===== src/sv/rtg_pkg.sv =====
// ----------------------------------------------------------------------------
// rtg_pkg
// Shared types, constants and lookup tables of the rotozoom texel generator.
// ----------------------------------------------------------------------------
`default_nettype none

package rtg_pkg;

  // Texture geometry and coordinate format
  localparam int TEX_BITS    = 4;
  localparam int TEX_ENTRIES = 256;
  localparam int FRAC_SHIFT  = 18;
  localparam int SINE_BITS   = 6;
  localparam logic [SINE_BITS-1:0] QUARTER_TURN = 6'd16;
  localparam logic [6:0] MAX_DIM = 7'd64;

  // Request codes
  localparam logic OP_PIXEL       = 1'b0;
  localparam logic OP_TEXEL_WRITE = 1'b1;

  // Configuration register indexes
  localparam logic [1:0] REG_FRAME_WIDTH  = 2'd0;
  localparam logic [1:0] REG_FRAME_HEIGHT = 2'd1;
  localparam logic [1:0] REG_ZOOM_BIAS    = 2'd2;

  // Configuration reset values
  localparam logic [6:0] RST_FRAME_WIDTH  = 7'd40;
  localparam logic [6:0] RST_FRAME_HEIGHT = 7'd40;
  localparam logic [9:0] RST_ZOOM_BIAS    = 10'd400;

  // Request and result queue depth
  localparam logic [1:0] QUEUE_DEPTH = 2'd2;

  typedef struct packed {
    logic       is_write;
    logic [7:0] addr;
    logic [2:0] value;
  } item_t;

  typedef struct packed {
    logic [2:0] color;
    logic       same;
    logic       line_end;
    logic       frame_end;
  } res_t;

  typedef struct packed {
    logic [6:0] frame_width;
    logic [6:0] frame_height;
    logic [9:0] zoom_bias;
  } cfg_t;

  // Built-in logo, one nibble per texel, column 0 in the top nibble
  localparam logic [63:0] LOGO_ROWS [16] = '{
    64'h7777_7753_3333_3337,
    64'h7777_7775_3333_3337,
    64'h1111_2777_3333_3337,
    64'h0000_0177_5333_3337,
    64'h0000_0077_6333_3367,
    64'h0000_0077_5333_3477,
    64'h0000_0277_4333_3777,
    64'h0222_7776_3333_6777,
    64'h0777_7763_3335_7727,
    64'h0177_7433_3337_7707,
    64'h0027_7633_3367_7107,
    64'h0002_7753_3577_2007,
    64'h0000_7775_4772_0007,
    64'h0000_0777_7770_0007,
    64'h0000_0177_7710_0007,
    64'h7777_7777_7777_7777
  };

  // Sine scaled to 256, one full turn
  localparam logic signed [9:0] SINE_ROM [64] = '{
    10'sd0,    10'sd25,   10'sd49,   10'sd74,   10'sd97,   10'sd120,  10'sd142,  10'sd162,
    10'sd181,  10'sd197,  10'sd212,  10'sd225,  10'sd236,  10'sd244,  10'sd251,  10'sd254,
    10'sd256,  10'sd254,  10'sd251,  10'sd244,  10'sd236,  10'sd225,  10'sd212,  10'sd197,
    10'sd181,  10'sd162,  10'sd142,  10'sd120,  10'sd97,   10'sd74,   10'sd49,   10'sd25,
    10'sd0,    -10'sd25,  -10'sd49,  -10'sd74,  -10'sd97,  -10'sd120, -10'sd142, -10'sd162,
    -10'sd181, -10'sd197, -10'sd212, -10'sd225, -10'sd236, -10'sd244, -10'sd251, -10'sd254,
    -10'sd256, -10'sd254, -10'sd251, -10'sd244, -10'sd236, -10'sd225, -10'sd212, -10'sd197,
    -10'sd181, -10'sd162, -10'sd142, -10'sd120, -10'sd97,  -10'sd74,  -10'sd49,  -10'sd25
  };

  // Reset image texel at a texture address (row in the upper half)
  function automatic logic [2:0] logo_texel(input logic [7:0] addr);
    logic [63:0] row_bits;
    logic [5:0]  lsb;
    row_bits = LOGO_ROWS[addr[7:4]];
    lsb      = {~addr[3:0], 2'b00};
    return row_bits[lsb +: 3];
  endfunction

  // Force a frame dimension into 1..64
  function automatic logic [6:0] clamp_dim(input logic [6:0] v);
    logic [6:0] r;
    if (v == 7'd0) begin
      r = 7'd1;
    end else if (v > MAX_DIM) begin
      r = MAX_DIM;
    end else begin
      r = v;
    end
    return r;
  endfunction

endpackage

`default_nettype wire


===== src/sv/rtg_front.sv =====
// ----------------------------------------------------------------------------
// rtg_front
// Input side: accepts requests, decodes them and holds them in a short queue
// for the pixel sequencer.
// ----------------------------------------------------------------------------
`default_nettype none

module rtg_front (
  input  wire logic           clk,
  input  wire logic           rst_n,
  input  wire logic           in_push,
  output logic                in_full,
  input  wire logic           in_operation,
  input  wire logic [7:0]     in_texel_address,
  input  wire logic [2:0]     in_texel_value,
  input  wire logic           item_pop,
  output logic                item_empty,
  output rtg_pkg::item_t      item
);

  logic [1:0]     count_r, count_nxt;
  logic           wr_ptr_r, rd_ptr_r;
  rtg_pkg::item_t slot_r [2];
  rtg_pkg::item_t decoded;
  logic           do_push, do_pop;

  // Decode the incoming request
  always_comb begin
    decoded.is_write = (in_operation == rtg_pkg::OP_TEXEL_WRITE);
    decoded.addr     = in_texel_address;
    decoded.value    = in_texel_value;
  end

  assign in_full    = (count_r == rtg_pkg::QUEUE_DEPTH);
  assign item_empty = (count_r == 2'd0);
  assign item       = slot_r[rd_ptr_r];
  assign do_push    = in_push && !in_full;
  assign do_pop     = item_pop && !item_empty;
  assign count_nxt  = count_r + {1'b0, do_push} - {1'b0, do_pop};

  // Advance pointers and fill level
  always_ff @(posedge clk) begin
    if (!rst_n) begin
      count_r  <= 2'd0;
      wr_ptr_r <= 1'b0;
      rd_ptr_r <= 1'b0;
    end else begin
      count_r <= count_nxt;
      if (do_push) begin
        wr_ptr_r <= !wr_ptr_r;
      end
      if (do_pop) begin
        rd_ptr_r <= !rd_ptr_r;
      end
    end
  end

  // Store the decoded request
  always_ff @(posedge clk) begin
    if (do_push) begin
      slot_r[wr_ptr_r] <= decoded;
    end
  end

endmodule

`default_nettype wire


===== src/sv/rtg_back.sv =====
// ----------------------------------------------------------------------------
// rtg_back
// Pixel sequencer: owns the texture memory, the raster position and the
// affine coordinates, runs the frame setup multiplies and emits results.
// ----------------------------------------------------------------------------
`default_nettype none

module rtg_back (
  input  wire logic           clk,
  input  wire logic           rst_n,
  input  wire rtg_pkg::cfg_t  cfg,
  input  wire rtg_pkg::item_t item,
  input  wire logic           item_empty,
  output logic                item_pop,
  input  wire logic           res_full,
  output logic                res_push,
  output rtg_pkg::res_t       res
);

  typedef enum logic [4:0] {
    ST_IDLE = 5'b00001,
    ST_STEP = 5'b00010,
    ST_ORIG = 5'b00100,
    ST_READ = 5'b01000,
    ST_EMIT = 5'b10000
  } state_t;

  state_t      state_r, state_nxt;
  logic [5:0]  column_r, row_r, frame_r;
  logic [31:0] step_x_r, step_y_r, rsx_r, rsy_r, cx_r, cy_r;
  logic        last_vld_r;
  logic [2:0]  last_color_r;

  // Texture store with per-entry written flags over the logo image
  logic [2:0]   tex_mem [rtg_pkg::TEX_ENTRIES];
  logic [255:0] tex_vld_r;
  logic [2:0]   rd_data_r, logo_r;
  logic         rd_vld_r;
  logic [7:0]   rd_addr;
  logic         tex_we;

  // Setup datapath
  logic signed [9:0]  s0, s1;
  logic signed [11:0] biased;
  logic signed [12:0] scale;
  logic signed [22:0] prod_x, prod_y;
  logic [5:0]         half_w, half_h;
  logic [31:0]        org_x_prod, org_y_prod;

  // Emit datapath
  logic [6:0] dim_w, dim_h;
  logic [2:0] color;
  logic       lend, fend, emit_fire;

  assign dim_w = rtg_pkg::clamp_dim(cfg.frame_width);
  assign dim_h = rtg_pkg::clamp_dim(cfg.frame_height);

  assign rd_addr = {cy_r[rtg_pkg::FRAC_SHIFT +: rtg_pkg::TEX_BITS],
                    cx_r[rtg_pkg::FRAC_SHIFT +: rtg_pkg::TEX_BITS]};
  assign item_pop = (state_r == ST_IDLE) && !item_empty;
  assign tex_we   = item_pop && item.is_write;

  // Scale and step vector of the frame
  always_comb begin
    s0     = rtg_pkg::SINE_ROM[frame_r];
    s1     = rtg_pkg::SINE_ROM[frame_r + rtg_pkg::QUARTER_TURN];
    biased = {{2{s0[9]}}, s0} + $signed({2'b00, cfg.zoom_bias});
    scale  = {biased, 1'b0};
    prod_x = scale * s0;
    prod_y = scale * s1;
  end

  // Frame origin from the steps
  always_comb begin
    half_w     = dim_w[6:1];
    half_h     = dim_h[6:1];
    org_x_prod = (step_x_r - step_y_r) * {26'd0, half_w};
    org_y_prod = (step_y_r + step_x_r) * {26'd0, half_h};
  end

  // Result of the current pixel
  always_comb begin
    color         = rd_vld_r ? rd_data_r : logo_r;
    lend          = ({1'b0, column_r} + 7'd1 >= dim_w);
    fend          = lend && ({1'b0, row_r} + 7'd1 >= dim_h);
    emit_fire     = (state_r == ST_EMIT) && !res_full;
    res_push      = emit_fire;
    res.color     = color;
    res.same      = last_vld_r && (last_color_r == color);
    res.line_end  = lend;
    res.frame_end = fend;
  end

  // Sequence each request
  always_comb begin
    state_nxt = state_r;
    case (state_r)
      ST_IDLE: begin
        if (item_pop && !item.is_write) begin
          if ((column_r == 6'd0) && (row_r == 6'd0)) begin
            state_nxt = ST_STEP;
          end else begin
            state_nxt = ST_EMIT;
          end
        end
      end
      ST_STEP: state_nxt = ST_ORIG;
      ST_ORIG: state_nxt = ST_READ;
      ST_READ: state_nxt = ST_EMIT;
      ST_EMIT: begin
        if (!res_full) begin
          state_nxt = ST_IDLE;
        end
      end
      default: state_nxt = ST_IDLE;
    endcase
  end

  // Hold the state and the raster position
  always_ff @(posedge clk) begin
    if (!rst_n) begin
      state_r    <= ST_IDLE;
      column_r   <= 6'd0;
      row_r      <= 6'd0;
      frame_r    <= 6'd0;
      last_vld_r <= 1'b0;
      tex_vld_r  <= '0;
    end else begin
      state_r <= state_nxt;
      if (tex_we) begin
        tex_vld_r[item.addr] <= 1'b1;
      end
      if (emit_fire) begin
        last_vld_r <= !lend;
        if (lend) begin
          column_r <= 6'd0;
          if (fend) begin
            row_r   <= 6'd0;
            frame_r <= frame_r + 6'd1;
          end else begin
            row_r <= row_r + 6'd1;
          end
        end else begin
          column_r <= column_r + 6'd1;
        end
      end
    end
  end

  // Advance the coordinates
  always_ff @(posedge clk) begin
    if (state_r == ST_STEP) begin
      step_x_r <= {{9{prod_x[22]}}, prod_x};
      step_y_r <= {{9{prod_y[22]}}, prod_y};
    end
    if (state_r == ST_ORIG) begin
      rsx_r <= 32'd0 - org_x_prod;
      rsy_r <= 32'd0 - org_y_prod;
      cx_r  <= 32'd0 - org_x_prod;
      cy_r  <= 32'd0 - org_y_prod;
    end
    if (emit_fire) begin
      last_color_r <= color;
      if (lend) begin
        rsx_r <= rsx_r - step_y_r;
        rsy_r <= rsy_r + step_x_r;
        cx_r  <= rsx_r - step_y_r;
        cy_r  <= rsy_r + step_x_r;
      end else begin
        cx_r <= cx_r + step_x_r;
        cy_r <= cy_r + step_y_r;
      end
    end
  end

  // Texture memory: one write port, one registered read port
  always_ff @(posedge clk) begin
    if (tex_we) begin
      tex_mem[item.addr] <= item.value;
    end
    rd_data_r <= tex_mem[rd_addr];
  end

  // Written flag and logo texel at the read address
  always_ff @(posedge clk) begin
    rd_vld_r <= tex_vld_r[rd_addr];
    logo_r   <= rtg_pkg::logo_texel(rd_addr);
  end

endmodule

`default_nettype wire


===== src/sv/rtg_outq.sv =====
// ----------------------------------------------------------------------------
// rtg_outq
// Result side: a short queue that holds finished pixels until they are popped.
// ----------------------------------------------------------------------------
`default_nettype none

module rtg_outq (
  input  wire logic          clk,
  input  wire logic          rst_n,
  input  wire logic          res_push,
  input  wire rtg_pkg::res_t res,
  output logic               res_full,
  input  wire logic          out_pop,
  output logic               out_empty,
  output rtg_pkg::res_t      head
);

  logic [1:0]    count_r, count_nxt;
  logic          wr_ptr_r, rd_ptr_r;
  rtg_pkg::res_t slot_r [2];
  logic          do_push, do_pop;

  assign res_full  = (count_r == rtg_pkg::QUEUE_DEPTH);
  assign out_empty = (count_r == 2'd0);
  assign head      = slot_r[rd_ptr_r];
  assign do_push   = res_push && !res_full;
  assign do_pop    = out_pop && !out_empty;
  assign count_nxt = count_r + {1'b0, do_push} - {1'b0, do_pop};

  // Advance pointers and fill level
  always_ff @(posedge clk) begin
    if (!rst_n) begin
      count_r  <= 2'd0;
      wr_ptr_r <= 1'b0;
      rd_ptr_r <= 1'b0;
    end else begin
      count_r <= count_nxt;
      if (do_push) begin
        wr_ptr_r <= !wr_ptr_r;
      end
      if (do_pop) begin
        rd_ptr_r <= !rd_ptr_r;
      end
    end
  end

  // Store the finished pixel
  always_ff @(posedge clk) begin
    if (do_push) begin
      slot_r[wr_ptr_r] <= res;
    end
  end

endmodule

`default_nettype wire


===== src/sv/rotozoom_texel_generator.sv =====
// ----------------------------------------------------------------------------
// rotozoom_texel_generator
// Rotating and zooming texture mapper producing one color index per pixel.
// ----------------------------------------------------------------------------
// Each pixel request returns the color of the next raster pixel, looked up in a
// 16x16 texture through 32-bit affine coordinates; a texel write request
// replaces one texture entry and returns nothing. Both sides are queues. A
// write is taken by the back-end sequencer without leaving its idle state. A
// pixel is read through the texture memory's registered read port; for the
// first pixel of each frame the sequencer first runs the scale and origin
// multiplies and then reads the texture at the new origin in three extra steps.
// A two-entry request queue and a two-entry result queue let either side stall
// without stopping the other. Configuration writes are always accepted and
// must only be made while the block is idle.
// ----------------------------------------------------------------------------
`default_nettype none

module rotozoom_texel_generator (
  input  wire logic       clk,
  input  wire logic       rst_n,
  input  wire logic       in_push,
  output logic            in_full,
  input  wire logic       in_operation,
  input  wire logic [7:0] in_texel_address,
  input  wire logic [2:0] in_texel_value,
  output logic            out_empty,
  input  wire logic       out_pop,
  output logic [2:0]      out_color_index,
  output logic            out_same_as_previous,
  output logic            out_line_end,
  output logic            out_frame_end,
  input  wire logic       cfg_valid,
  output logic            cfg_ready,
  input  wire logic [1:0] cfg_index,
  input  wire logic [9:0] cfg_data
);

  rtg_pkg::cfg_t  cfg_r;
  rtg_pkg::item_t item;
  rtg_pkg::res_t  res, head;
  logic           item_pop, item_empty, res_push, res_full;

  assign cfg_ready = 1'b1;

  // Hold configuration registers
  always_ff @(posedge clk) begin
    if (!rst_n) begin
      cfg_r.frame_width  <= rtg_pkg::RST_FRAME_WIDTH;
      cfg_r.frame_height <= rtg_pkg::RST_FRAME_HEIGHT;
      cfg_r.zoom_bias    <= rtg_pkg::RST_ZOOM_BIAS;
    end else if (cfg_valid && cfg_ready) begin
      case (cfg_index)
        rtg_pkg::REG_FRAME_WIDTH:  cfg_r.frame_width  <= cfg_data[6:0];
        rtg_pkg::REG_FRAME_HEIGHT: cfg_r.frame_height <= cfg_data[6:0];
        rtg_pkg::REG_ZOOM_BIAS:    cfg_r.zoom_bias    <= cfg_data;
        default: ;
      endcase
    end
  end

  rtg_front u_front (
    .clk              (clk),
    .rst_n            (rst_n),
    .in_push          (in_push),
    .in_full          (in_full),
    .in_operation     (in_operation),
    .in_texel_address (in_texel_address),
    .in_texel_value   (in_texel_value),
    .item_pop         (item_pop),
    .item_empty       (item_empty),
    .item             (item)
  );

  rtg_back u_back (
    .clk        (clk),
    .rst_n      (rst_n),
    .cfg        (cfg_r),
    .item       (item),
    .item_empty (item_empty),
    .item_pop   (item_pop),
    .res_full   (res_full),
    .res_push   (res_push),
    .res        (res)
  );

  rtg_outq u_outq (
    .clk       (clk),
    .rst_n     (rst_n),
    .res_push  (res_push),
    .res       (res),
    .res_full  (res_full),
    .out_pop   (out_pop),
    .out_empty (out_empty),
    .head      (head)
  );

  assign out_color_index      = head.color;
  assign out_same_as_previous = head.same;
  assign out_line_end         = head.line_end;
  assign out_frame_end        = head.frame_end;

  // Sequencer never emits into a full result queue
  a_no_res_overflow : assert property (@(posedge clk) disable iff (!rst_n)
    res_push |-> !res_full)
    else $error("result pushed into a full queue");

  // Sequencer only pops a waiting request
  a_no_item_underflow : assert property (@(posedge clk) disable iff (!rst_n)
    item_pop |-> !item_empty)
    else $error("request popped from an empty queue");

  // Frame end only on the last pixel of a row
  a_frame_end_is_line_end : assert property (@(posedge clk) disable iff (!rst_n)
    !out_empty |-> (!out_frame_end || out_line_end))
    else $error("frame end without line end");

endmodule

`default_nettype wire

===== config.mk =====
export PLATFORM = sky130hd
export DESIGN_NAME = rotozoom_texel_generator
export DESIGN_NICKNAME = d
export VERILOG_FILES = /design/src/sv/rtg_pkg.sv /design/src/sv/rtg_front.sv /design/src/sv/rtg_back.sv /design/src/sv/rtg_outq.sv /design/src/sv/rotozoom_texel_generator.sv
export SDC_FILE = /design/constraint.sdc
export NUM_CORES = 2
export LEC_CHECK = 0
export ABC_AREA = 1
export ABC_CLOCK_PERIOD_IN_PS = 26300
export BUFFER_PORTS_ARGS = -buffer_cell sky130_fd_sc_hd__buf_2
export CAP_MARGIN = 20
export CORE_ASPECT_RATIO = 1.1
export CORE_MARGIN = 4
export CORE_UTILIZATION = 30
export CTS_BUF_LIST = sky130_fd_sc_hd__clkbuf_16
export DETAILED_ROUTE_END_ITERATION = 10
export PLACE_DENSITY = 0.48
export SYNTH_ARGS = -nofsm -noshare
export SYNTH_HDL_FRONTEND = slang
export SYNTH_SLANG_ARGS = --single-unit

===== constraint.sdc =====
create_clock -name clk -period 26.3 [get_ports clk]
set_clock_uncertainty 0.1 [all_clocks]
set_input_delay 1.315 -clock clk [delete_from_list [all_inputs] [get_ports clk]]
set_output_delay 1.315 -clock clk [all_outputs]
set_load 0.03 [all_outputs]

==> results <==
- The via count is just under 60000.
- The final net count is between 8000 and 9000.
- During placement, the flow inserted port buffers numbering 36.
- Setup repair after global routing left no endpoint under its margin.
- TritonCTS built the clock tree.
- Once detailed placement completed, the half-perimeter wirelength came to roughly 160 mm.
- For the finished layout, the period the worst path requires is between 9 and 10 ns.
- The clock latency on the worst-skew pair is between 0.8 and 0.9 ns.
- Across the run, the number of max-cap violations was 0.
- The placement row count is between 150 and 200.
- The DRC violation total after the first TritonRoute iteration is 4712.
- The H-tree was split into 4 levels.
- The number of clock buffers added by TritonCTS is between 100 and 150.
- The count of final max-slew check failures is 0.
- After synthesis, the largest family of logic cells by area is simple AND/OR/NAND/NOR gates.
- The mean instance size in the synthesized netlist is 9.17 um2.
- After detailed routing, the number of vias per cell comes to about 5.
- The total routing resource utilization after global routing is between 10% and 20%.
- Multiplexer cells account for less than 1% of the synthesized area.
- The residual overflow from global routing is 0.
- Hold repair after CTS inserted 0 buffers.
- The initial cell density of the core is slightly above 30%.
- The dominant cell type by area after synthesis is sky130_fd_sc_hd__edfxtp_1.
- The synthesized netlist net count is ~9000.
- The run finished with clean final reports.
- The XOR/XNOR share of the synthesized area is around 2.0%.
- Measured against its own limit, the worst slew margin works out to roughly 24%.
- The total count of hold-check failures in the final report is 0.
- In the synthesized netlist the async set-or-reset flop fraction comes to 0%.
- The final cell count without fillers is roughly 11000.
- The critical path's slowest cell is sky130_fd_sc_hd__xor2_1.
- The number of global-route vias before repair is ~57000.
- The cell count after synthesis came out at approximately 8200.
- The area share of the largest cell type after synthesis is between 30% and 40%.
- Summing the areas of all compound-gate instances in the mapped netlist gives around an eighth of the synthesized area.
- The post-synthesis sequential element count is 1254.
- On the worst path, the slowest cell contributes a delay of 0.85 ns.
- The biggest fanout along the worst timing path is 11.
- Buffers added to address setup during post-CTS repair amount to 0.
- The fraction of final layout cells sized beyond drive strength 1 is under 10%.
- The cell family contributing the most delay on the critical path is adder cells.
- The worst setup path is of the flip-flop to flip-flop kind.
- The number of buffer and inverter stages on the critical path is 9.
- For the worst setup path, the data arrival time is approximately 10 ns.
- From synthesis to final layout, the design area changed by 10.3%.
- The post-synthesis instance area is between 70000 and 80000 um2.
- The core region is ~250000 um2.
- The tree is rooted in a sky130_fd_sc_hd__clkbuf_16.
- Entering global routing, the biggest net connects ~200 pins.
- The global-route wire length before repair is ~360 mm.
- Post-CTS repair changed the size of 0 cells.
- The count of different cell masters after synthesis is 73.
- The iteration count of the initial detailed-routing pass is 6.
- The number of sinks on the clock net is around 1300.
- The floorplan step defined a die boundary enclosing about 260000 um2.
- The number of antenna violations at the first check in global routing is 11.
- The number of top-level pins is 38.
- The vertical die dimension is roughly 530 um.
- The ratio of total power to cell area is ~110 nW/um2.
- The area share of fa/ha/maj cells after synthesis is ~15%.
- Including well taps, the total number of placed cells is roughly 11000.
- The most prevalent standard cell on the critical path is sky130_fd_sc_hd__inv_1.
- Across all hold checks on the routed design, the worst slack comes to approximately 0.35 ns.
- After clock tree synthesis, the clock-pin slew on the worst setup and hold paths is about 0.06 ns.
- The worst supply voltage drop on vdd is 155 uV.
- The highest clock frequency the design can meet is 103 MHz.
- STA classifies the critical path endpoint as a flip-flop.
- The number of enable flip-flop cells after synthesis is slightly below 900.
- Setup total negative slack on the finished layout was measured at 0 ns.
- At the worst endpoint, the required time is 26.75 ns.
- The analysis attributes to cell leakage a power of between 30 and 40 nW.
- For this run, the leading register cell type out of synthesis is sky130_fd_sc_hd__edfxtp_1.
- After detailed placement, the total cell area comes to just under 80000 um2.
- The aggregate routed wire length is 239 mm.
- The startpoint class of the critical path is a flip-flop.
- The maximum buffer depth of the clock tree is 3.
- The total number of yosys warnings is 0.
- The number of nets with antenna violations after detailed routing is 0.
- The transition at the pin with the smallest max-transition slack is about 1.1 ns.
- The weighted congestion reported at the end of routability-driven placement is approximately 0.9.
- Setup violations remaining at the end of the flow were counted as 0.
- The total non-filler cell area in the finished layout is about 80000 um2.
- The path class of the tightest hold or removal check is flip-flop to flip-flop.
- In the post-synthesis netlist, the biggest area contributors are sky130_fd_sc_hd__edfxtp_1 36%, sky130_fd_sc_hd__dfxtp_1 9.7%, sky130_fd_sc_hd__fa_1 9.0%.
- The die span in x is ~480 um.
- In the routed design, unresolved DRC markers number 0.
- The sequential cell area fraction in the yosys report is roughly 46%.
- The fraction of the mapped netlist area in simple logic gates is between 10% and 20%.
- After detailed routing, the average wire length per cell comes to 20.9 um.
- The portion of the clock cycle consumed by the worst path in the final layout is ~37%.
[metrics by stage]
stage	power [mW]	setup slack, ns	util, %
2_1_floorplan	5.35	17.97	-
3_3_place_gp	6.86	16.98	31.6
3_5_place_dp	6.87	16.79	31.6
4_1_cts	8.78	16.78	33.4
5_1_grt	9.32	16.05	33.4
6_report	8.71	16.58	33.4
[path summary, 6_finish.rpt]
check / slack [ns] / cells past startpoint / end / startpoint
worst max-delay path: 16.58 / 33 / u_back.step_y_r[21] / u_back.frame_r[0]
worst min-delay path: 0.35 / 1 / u_outq.rd_ptr_r / u_outq.rd_ptr_r
worst max register to register: 16.58 / 33 / u_back.step_y_r[21] / u_back.frame_r[0]
worst min register to register: 0.35 / 1 / u_outq.rd_ptr_r / u_outq.rd_ptr_r
[cell usage after synthesis (60+ instances only)]
library cell               number
sky130_fd_sc_hd__clkbuf_1     276
sky130_fd_sc_hd__dfxtp_1      363
sky130_fd_sc_hd__fa_1         335
sky130_fd_sc_hd__o221ai_1     205
sky130_fd_sc_hd__nor2_2       118
sky130_fd_sc_hd__edfxtp_1     891
sky130_fd_sc_hd__o21ai_0      741
sky130_fd_sc_hd__nand2_1     1098
sky130_fd_sc_hd__nand3_1      328
sky130_fd_sc_hd__ha_1         364
sky130_fd_sc_hd__nor2_1      1550
sky130_fd_sc_hd__nor2_4        71
sky130_fd_sc_hd__inv_1        761
sky130_fd_sc_hd__buf_2         60
sky130_fd_sc_hd__xor2_1       118
sky130_fd_sc_hd__a21oi_1      318
[power breakdown]
part	leakage, nW	switching [mW]	total, mW	internal [mW]
Sequential	10.9	0.0508	2.54	2.48
Combinational	18.5	2.97	4.30	1.33
Clock	2.27	0.869	1.87	1.00
[layout make-up]
class	instances	area, um2
fillers	25600	165000
multi-input cells	5706	36000
flip-flops and latches	1254	34000
well taps	3281	4110
clock buffers	138	3450
inverters	803	3050
clock inverters	119	912
repair buffers	118	871
diodes	9	22.5
[metal layers]
| layer | vias to the layer above | share of wire (%) | wire [um] | track usage, % |
|---|---|---|---|---|
| met3 | 340 | 5.1 | 12100 | 2.29 |
| met1 | 28700 | 44 | 106000 | 24.4 |
| met5 | - | 0 | 0 | 0 |
| met4 | 0 | 3.4 | 8210 | 6.09 |
| li1 | 27200 | - | - | - |
| met2 | 1613 | 47 | 113000 | 30.2 |
[state kept, by name (all words and copies together) (netlist names), 12 cells and up, named ones only]
name,count
u_front.slot_r,24
u_back.cy_r,21
u_back.tex_vld_r,256
cfg_r,24
u_back.step_x_r,21
u_back.rsx_r,21
u_back.rsy_r,21
u_back.tex_mem,768
u_back.cx_r,21
u_outq.slot_r,12
u_back.step_y_r,21
[logic make-up after synthesis]
| logic type | count (synthesis) |
|---|---|
| DFF | 1254 |
| AOI/OAI and AO/OA | 1505 |
| muxes | 6 |
| and+or+nand+nor | 3322 |
| other | 1 |
| buffers and inverters | 1193 |
| xor gates and xnor gates | 173 |
| adders and majority gates | 699 |
[placed cells by master (no fill, tap or decap), types with 48 or more instances in the layout]
cell type                      n
sky130_fd_sc_hd__nor2_4       71
sky130_fd_sc_hd__dfxtp_1     363
sky130_fd_sc_hd__nand2_1    1094
sky130_fd_sc_hd__buf_4        76
sky130_fd_sc_hd__nor2_1     1549
sky130_fd_sc_hd__fa_1        335
sky130_fd_sc_hd__o221ai_1    205
sky130_fd_sc_hd__nand3_1     328
sky130_fd_sc_hd__clkinv_1     48
sky130_fd_sc_hd__inv_1       802
sky130_fd_sc_hd__o21ai_0     741
sky130_fd_sc_hd__a21oi_1     318
sky130_fd_sc_hd__xor2_1      118
sky130_fd_sc_hd__clkbuf_16   138
sky130_fd_sc_hd__ha_1        364
sky130_fd_sc_hd__xnor2_1      53
sky130_fd_sc_hd__o22ai_1      53
sky130_fd_sc_hd__nor2_2      119
sky130_fd_sc_hd__edfxtp_1    891
(Power assumes the default switching activity.)
